File: src/sv/tsq_pkg.sv
`timescale 1ns / 1ps

package tsq_pkg;

	// Stack geometry
	localparam int STACK_DEPTH = 128;
	localparam int ADDR_W      = $clog2(STACK_DEPTH);
	localparam int CNT_W       = $clog2(STACK_DEPTH + 1);
	localparam int WORD_W      = 32;

	// Operation codes carried on the input tuser
	localparam logic [1:0] OP_ENQ   = 2'd0;
	localparam logic [1:0] OP_DEQ   = 2'd1;
	localparam logic [1:0] OP_FRONT = 2'd2;
	localparam logic [1:0] OP_NONE  = 2'd3;

	// Status codes carried on the output tuser
	localparam logic [1:0] ST_OK    = 2'd0;
	localparam logic [1:0] ST_EMPTY = 2'd1;
	localparam logic [1:0] ST_FULL  = 2'd2;

	// Program steps
	localparam int STEP_W = 4;
	localparam logic [STEP_W-1:0] STEP_FETCH      = 4'd0;
	localparam logic [STEP_W-1:0] STEP_TEST_ENQ   = 4'd1;
	localparam logic [STEP_W-1:0] STEP_TEST_NONE  = 4'd2;
	localparam logic [STEP_W-1:0] STEP_TEST_OUT   = 4'd3;
	localparam logic [STEP_W-1:0] STEP_MV_TEST    = 4'd4;
	localparam logic [STEP_W-1:0] STEP_MV_RD      = 4'd5;
	localparam logic [STEP_W-1:0] STEP_MV_WR      = 4'd6;
	localparam logic [STEP_W-1:0] STEP_TOP_RD     = 4'd7;
	localparam logic [STEP_W-1:0] STEP_EMIT_DATA  = 4'd8;
	localparam logic [STEP_W-1:0] STEP_EMIT_EMPTY = 4'd9;
	localparam logic [STEP_W-1:0] STEP_ENQ_TEST   = 4'd10;
	localparam logic [STEP_W-1:0] STEP_ENQ_PUSH   = 4'd11;
	localparam logic [STEP_W-1:0] STEP_EMIT_ZERO  = 4'd12;
	localparam logic [STEP_W-1:0] STEP_EMIT_FULL  = 4'd13;

	// Jump conditions
	localparam int COND_W = 4;
	localparam logic [COND_W-1:0] C_NEVER     = 4'd0;
	localparam logic [COND_W-1:0] C_ALWAYS    = 4'd1;
	localparam logic [COND_W-1:0] C_NO_BEAT   = 4'd2;
	localparam logic [COND_W-1:0] C_OP_ENQ    = 4'd3;
	localparam logic [COND_W-1:0] C_OP_NONE   = 4'd4;
	localparam logic [COND_W-1:0] C_OUT_AVAIL = 4'd5;
	localparam logic [COND_W-1:0] C_IN_EMPTY  = 4'd6;
	localparam logic [COND_W-1:0] C_OUT_EMPTY = 4'd7;
	localparam logic [COND_W-1:0] C_IN_FULL   = 4'd8;
	localparam logic [COND_W-1:0] C_OUT_BUSY  = 4'd9;

	// Datapath actions
	localparam int ACT_W = 3;
	localparam logic [ACT_W-1:0] A_NONE   = 3'd0;
	localparam logic [ACT_W-1:0] A_FETCH  = 3'd1;
	localparam logic [ACT_W-1:0] A_IN_WR  = 3'd2;
	localparam logic [ACT_W-1:0] A_IN_RD  = 3'd3;
	localparam logic [ACT_W-1:0] A_OUT_WR = 3'd4;
	localparam logic [ACT_W-1:0] A_OUT_RD = 3'd5;
	localparam logic [ACT_W-1:0] A_EMIT   = 3'd6;

	// Result selection for an emit step
	localparam int RES_W = 2;
	localparam logic [RES_W-1:0] R_DATA  = 2'd0;
	localparam logic [RES_W-1:0] R_EMPTY = 2'd1;
	localparam logic [RES_W-1:0] R_ZERO  = 2'd2;
	localparam logic [RES_W-1:0] R_FULL  = 2'd3;

	// One control word of the program
	typedef struct packed {
		logic [COND_W-1:0] cond;
		logic [STEP_W-1:0] target;
		logic              fin;
		logic [ACT_W-1:0]  act;
		logic [RES_W-1:0]  res;
	} uword_t;

	// Status flags from the datapath that the jumps test
	typedef struct packed {
		logic in_valid;
		logic op_enq;
		logic op_none;
		logic in_empty;
		logic in_full;
		logic out_empty;
		logic out_busy;
	} flags_t;

	// Program store: a fall-through goes to the next step, or to fetch when fin is set.
	function automatic uword_t ucode(input logic [STEP_W-1:0] step);
		uword_t w;
		w = '{cond: C_ALWAYS, target: STEP_FETCH, fin: 1'b1, act: A_NONE, res: R_ZERO};
		case (step)
			STEP_FETCH:      w = '{C_NO_BEAT,   STEP_FETCH,      1'b0, A_FETCH,  R_ZERO};
			STEP_TEST_ENQ:   w = '{C_OP_ENQ,    STEP_ENQ_TEST,   1'b0, A_NONE,   R_ZERO};
			STEP_TEST_NONE:  w = '{C_OP_NONE,   STEP_EMIT_ZERO,  1'b0, A_NONE,   R_ZERO};
			STEP_TEST_OUT:   w = '{C_OUT_AVAIL, STEP_TOP_RD,     1'b0, A_NONE,   R_ZERO};
			STEP_MV_TEST:    w = '{C_IN_EMPTY,  STEP_TOP_RD,     1'b0, A_NONE,   R_ZERO};
			STEP_MV_RD:      w = '{C_NEVER,     STEP_FETCH,      1'b0, A_IN_RD,  R_ZERO};
			STEP_MV_WR:      w = '{C_ALWAYS,    STEP_MV_TEST,    1'b0, A_OUT_WR, R_ZERO};
			STEP_TOP_RD:     w = '{C_OUT_EMPTY, STEP_EMIT_EMPTY, 1'b0, A_OUT_RD, R_ZERO};
			STEP_EMIT_DATA:  w = '{C_OUT_BUSY,  STEP_EMIT_DATA,  1'b1, A_EMIT,   R_DATA};
			STEP_EMIT_EMPTY: w = '{C_OUT_BUSY,  STEP_EMIT_EMPTY, 1'b1, A_EMIT,   R_EMPTY};
			STEP_ENQ_TEST:   w = '{C_IN_FULL,   STEP_EMIT_FULL,  1'b0, A_NONE,   R_ZERO};
			STEP_ENQ_PUSH:   w = '{C_NEVER,     STEP_FETCH,      1'b0, A_IN_WR,  R_ZERO};
			STEP_EMIT_ZERO:  w = '{C_OUT_BUSY,  STEP_EMIT_ZERO,  1'b1, A_EMIT,   R_ZERO};
			STEP_EMIT_FULL:  w = '{C_OUT_BUSY,  STEP_EMIT_FULL,  1'b1, A_EMIT,   R_FULL};
			default:         w = '{C_ALWAYS,    STEP_FETCH,      1'b1, A_NONE,   R_ZERO};
		endcase
		return w;
	endfunction

endpackage

File: src/sv/tsq_seq.sv
`timescale 1ns / 1ps

module tsq_seq
	import tsq_pkg::*;
(
	input  logic   clk,
	input  logic   arst_n,
	input  flags_t flags,
	output uword_t uw
);

	logic [STEP_W-1:0] upc_q;
	logic [STEP_W-1:0] upc_next;
	logic              take;

	// Current control word comes straight from the program store.
	assign uw = ucode(upc_q);

	// Evaluate the jump condition of this step.
	always_comb begin
		case (uw.cond)
			C_NEVER:     take = 1'b0;
			C_ALWAYS:    take = 1'b1;
			C_NO_BEAT:   take = !flags.in_valid;
			C_OP_ENQ:    take = flags.op_enq;
			C_OP_NONE:   take = flags.op_none;
			C_OUT_AVAIL: take = !flags.out_empty;
			C_IN_EMPTY:  take = flags.in_empty;
			C_OUT_EMPTY: take = flags.out_empty;
			C_IN_FULL:   take = flags.in_full;
			C_OUT_BUSY:  take = flags.out_busy;
			default:     take = 1'b1;
		endcase
	end

	// Next step: jump target, fetch at the end of a routine, or the following step.
	always_comb begin
		if (take) begin
			upc_next = uw.target;
		end else if (uw.fin) begin
			upc_next = STEP_FETCH;
		end else begin
			upc_next = upc_q + STEP_W'(1);
		end
	end

	// Step counter
	always_ff @(posedge clk or negedge arst_n) begin
		if (!arst_n) begin
			upc_q <= STEP_FETCH;
		end else begin
			upc_q <= upc_next;
		end
	end

endmodule

File: config.mk
export PLATFORM = sky130hd
export DESIGN_NAME = tsq_seq
export DESIGN_NICKNAME = d
export VERILOG_FILES = /design/src/sv/tsq_pkg.sv /design/src/sv/tsq_seq.sv
export SDC_FILE = /design/constraint.sdc
export NUM_CORES = 1
export LEC_CHECK = 0
export ABC_AREA = 0
export BUFFER_PORTS_ARGS = -buffer_cell sky130_fd_sc_hd__buf_2
export CORE_MARGIN = 3
export CORE_UTILIZATION = 50
export CTS_CLUSTER_SIZE = 14
export DETAILED_ROUTE_END_ITERATION = 7
export PLACE_DENSITY = 0.78
export SLEW_MARGIN = 20
export SYNTH_ARGS = -nofsm -noshare
export SYNTH_HDL_FRONTEND = slang
export SYNTH_SLANG_ARGS = --single-unit
File: constraint.sdc
create_clock -name clk -period 3.97 [get_ports clk]
set_input_delay 0.794 -clock clk [delete_from_list [all_inputs] [get_ports clk]]
set_output_delay 0.794 -clock clk [all_outputs]
set_load 0.01 [all_outputs]
==> results.sh <==
export IMPL_clock_insertion_delay_worst_skew_ns=0.22
export IMPL_synth_nets=108
export IMPL_ys_async_sr_fraction_pct=100.0
export IMPL_pin_count=23
export IMPL_synth_xor_xnor_area_share_pct=0
export IMPL_grt_pass1_wl_um=2746
export IMPL_worstSetupPathType="flip-flop to output pin"
export IMPL_post_cts_buffers=0
export IMPL_ys_seq_elements=4
export IMPL_skew_ns=0.0001525
export IMPL_reg_top3="upc_q: 4 flops"
export IMPL_mostFrequentLayoutCells="buf_2 (22), nor2_1 (14), nand2_1 (11)"
export IMPL_cts_htree_levels=1
export IMPL_fin_cells=126
export IMPL_peakVddDrop_v=0.0005764
export IMPL_cts_buffers=3
export IMPL_synthToLayoutAreaGrowth_pct=16.42
export IMPL_layout_commonest_cell="buf_2"
export IMPL_synth_top_area_share_pct=14.76
export IMPL_synth_compound_area_share_pct=22.88
export IMPL_relSlewSlack_pct=48.04
export IMPL_cts_hold_buf=0
export IMPL_place_gp_congestion=0.8585
export IMPL_setup_viol=0
export IMPL_worstPathMaxFanout=15
export IMPL_yosys_area_share_simple_pct=33.76
export IMPL_routed_wl_um=1643
export IMPL_grt_max_degree=27
export IMPL_synth_edf_count=0
export IMPL_final_nets=129
export IMPL_track_usage_pct=18.91
export IMPL_power_per_cell_area_mw_per_mm2=1032
export IMPL_status="complete, no violations"
export IMPL_min_period_ns=2.822
export IMPL_io_buffers=22
export IMPL_dpl_hpwl_um=1307
export IMPL_via_per_inst=5.683
export IMPL_core_area_mm2=0.001186
export IMPL_drt_iter0_markers=15
export IMPL_firstDrtPassIters=4
export IMPL_hold_violations=0
export IMPL_die_area_mm2=0.001834
export IMPL_synth_area_top_cells="dfrtp_1 (15%), ha_1 (11%), nor2_1 (7.7%), nand2_1 (6.1%), mux2_1 (5.0%)"
export IMPL_synth_fa_ha_area_share_pct=11.07
export IMPL_end_kind="output pin"
export IMPL_drive_above_1_share_pct=26.79
export IMPL_start_util_pct=57.17
export IMPL_arrival_ns=2.03
export IMPL_rows=12
export IMPL_tightest_slew_ns=0.7794
export IMPL_synth_area_per_cell_um2=7.292
export IMPL_clock_path_buffers=2
export IMPL_netlist_area_um2=678.2
export IMPL_fin_crit_sh_pct=71.08
export IMPL_crit_required_ns=3.18
export IMPL_grt_setup_unrepaired="no"
export IMPL_antenna_cells=0
export IMPL_wire_per_inst_um=13.04
export IMPL_yosys_warnings=0
export IMPL_placed_cells=123
export IMPL_worst_slack_ns=1.148
export IMPL_via_count=716
export IMPL_ant_nets=0
export IMPL_netlist_instances=93
export IMPL_final_max_slew_violation_count=0
export IMPL_final_setup_tns_ns=0
export IMPL_largest_reg_flops=4
export IMPL_yosysTopAreaCell="dfrtp_1"
export IMPL_antenna_found_initial=0
export IMPL_die_h_um=42.83
export IMPL_top_register="upc_q"
export IMPL_worstHoldPathType="input port to async pin"
export IMPL_grt_overflow=0
export IMPL_max_cap_violations=0
export IMPL_clkSinkCount=4
export IMPL_cts_resized=0
export IMPL_seq_area_frac_synth_pct=14.76
export IMPL_max_clock_freq_mhz=354.4
export IMPL_drc=0
export IMPL_cts_root_buffer="clkbuf_4"
export IMPL_p_leak_nw=0.3910
export IMPL_clk_pin_slew_worst_paths_ns=0.03
export IMPL_muxShareOfSynthArea_pct=9.594
export IMPL_fill_cells=102
export IMPL_crit_path_start_kind="flip-flop"
export IMPL_synth_top_family_by_area="simple AND/OR/NAND/NOR gates"
export IMPL_preCtsSetupSlack_ns=1.403
export IMPL_first_global_vias=644
export IMPL_synth_cell_types=34
export IMPL_cts_tree="yes"
export IMPL_synth_ff_type="dfrtp_1"
export IMPL_fp_dieW_um=42.83
## cells in the mapped netlist, drive strengths merged, types with 4 or more instances
| cell | count |
|---|---|
| mux2 | 4 |
| nor2 | 14 |
| nand2 | 11 |
| buf | 6 |
| dfrtp | 4 |
| a21oi | 4 |
| nand3 | 4 |
| o21ai | 6 |
| nand2b | 6 |
| ha | 6 |
| o211ai | 4 |
| nor2b | 4 |
## worst max-delay path, stage by stage (launching register included)
cell and delay (ns):
dfrtp_1 0.60, inv_1 0.19, ha_1 0.45, nor2_1 0.09, o31ai_1 0.29, buf_2 0.19
## power breakdown
part | switching [mW] | internal [mW]
Clock | 0.0130 | 0.0336
Sequential | 0.0829 | 0.0626
Combinational | 0.348 | 0.275
## routing by layer
metal	global-route usage, %	vias to the layer above	share of wire [%]
li1	-	364	-
met1	23.68	322	42
met2	32.04	30	51
met3	3.390	0	6.6
met4	6.211	0	0
met5	0	-	0
## worst paths after layout
kind                               start       end  slack (ns)  cells past startpoint
worst max register to register  upc_q[1]  upc_q[0]        1.50                      8
min in group clk                upc_q[0]  upc_q[0]        0.77                      2
max in group asynchronous         arst_n  upc_q[2]        3.48                      1
worst min-delay path              arst_n  upc_q[1]        0.37                      1
worst min register to register  upc_q[0]  upc_q[0]        0.77                      2
worst max-delay path            upc_q[1]     uw[9]        1.15                      5
## area by class of cell
| class | count | area, um2 | share of cell area (%) |
|---|---|---|---|
| Multi-Input combinational cell | 79 | 524.3 | 66.40 |
| Clock buffer | 3 | 22.52 | 2.853 |
| Sequential cell | 4 | 100.1 | 12.68 |
| Inverter | 4 | 15.01 | 1.902 |
| Tap cell | 14 | 17.52 | 2.219 |
| Timing Repair Buffer | 22 | 110.1 | 13.95 |
## through the flow
stage          hold WS [ns]  total power [mW]  utilization (%)  instance area [um2]
6_report             0.3689            0.8144            66.56                789.5
5_1_grt              0.3622            0.8958            66.56                789.5
4_1_cts              0.3659            0.8160            66.56                789.5
3_5_place_dp         0.6046            0.7664            64.66                767.0
3_3_place_gp         0.6000            0.7624            64.66                767.0
2_1_floorplan        0.4984            0.6034                -                678.2
## logic make-up after synthesis
logic type,Yosys count
buffers and inverters,10
multiplexers,6
adder cells (fa/ha/maj),6
AND/OR/NAND/NOR,44
flip-flops,4
AO/OA/AOI/OAI,23
Power figures use the tool's default switching activity.
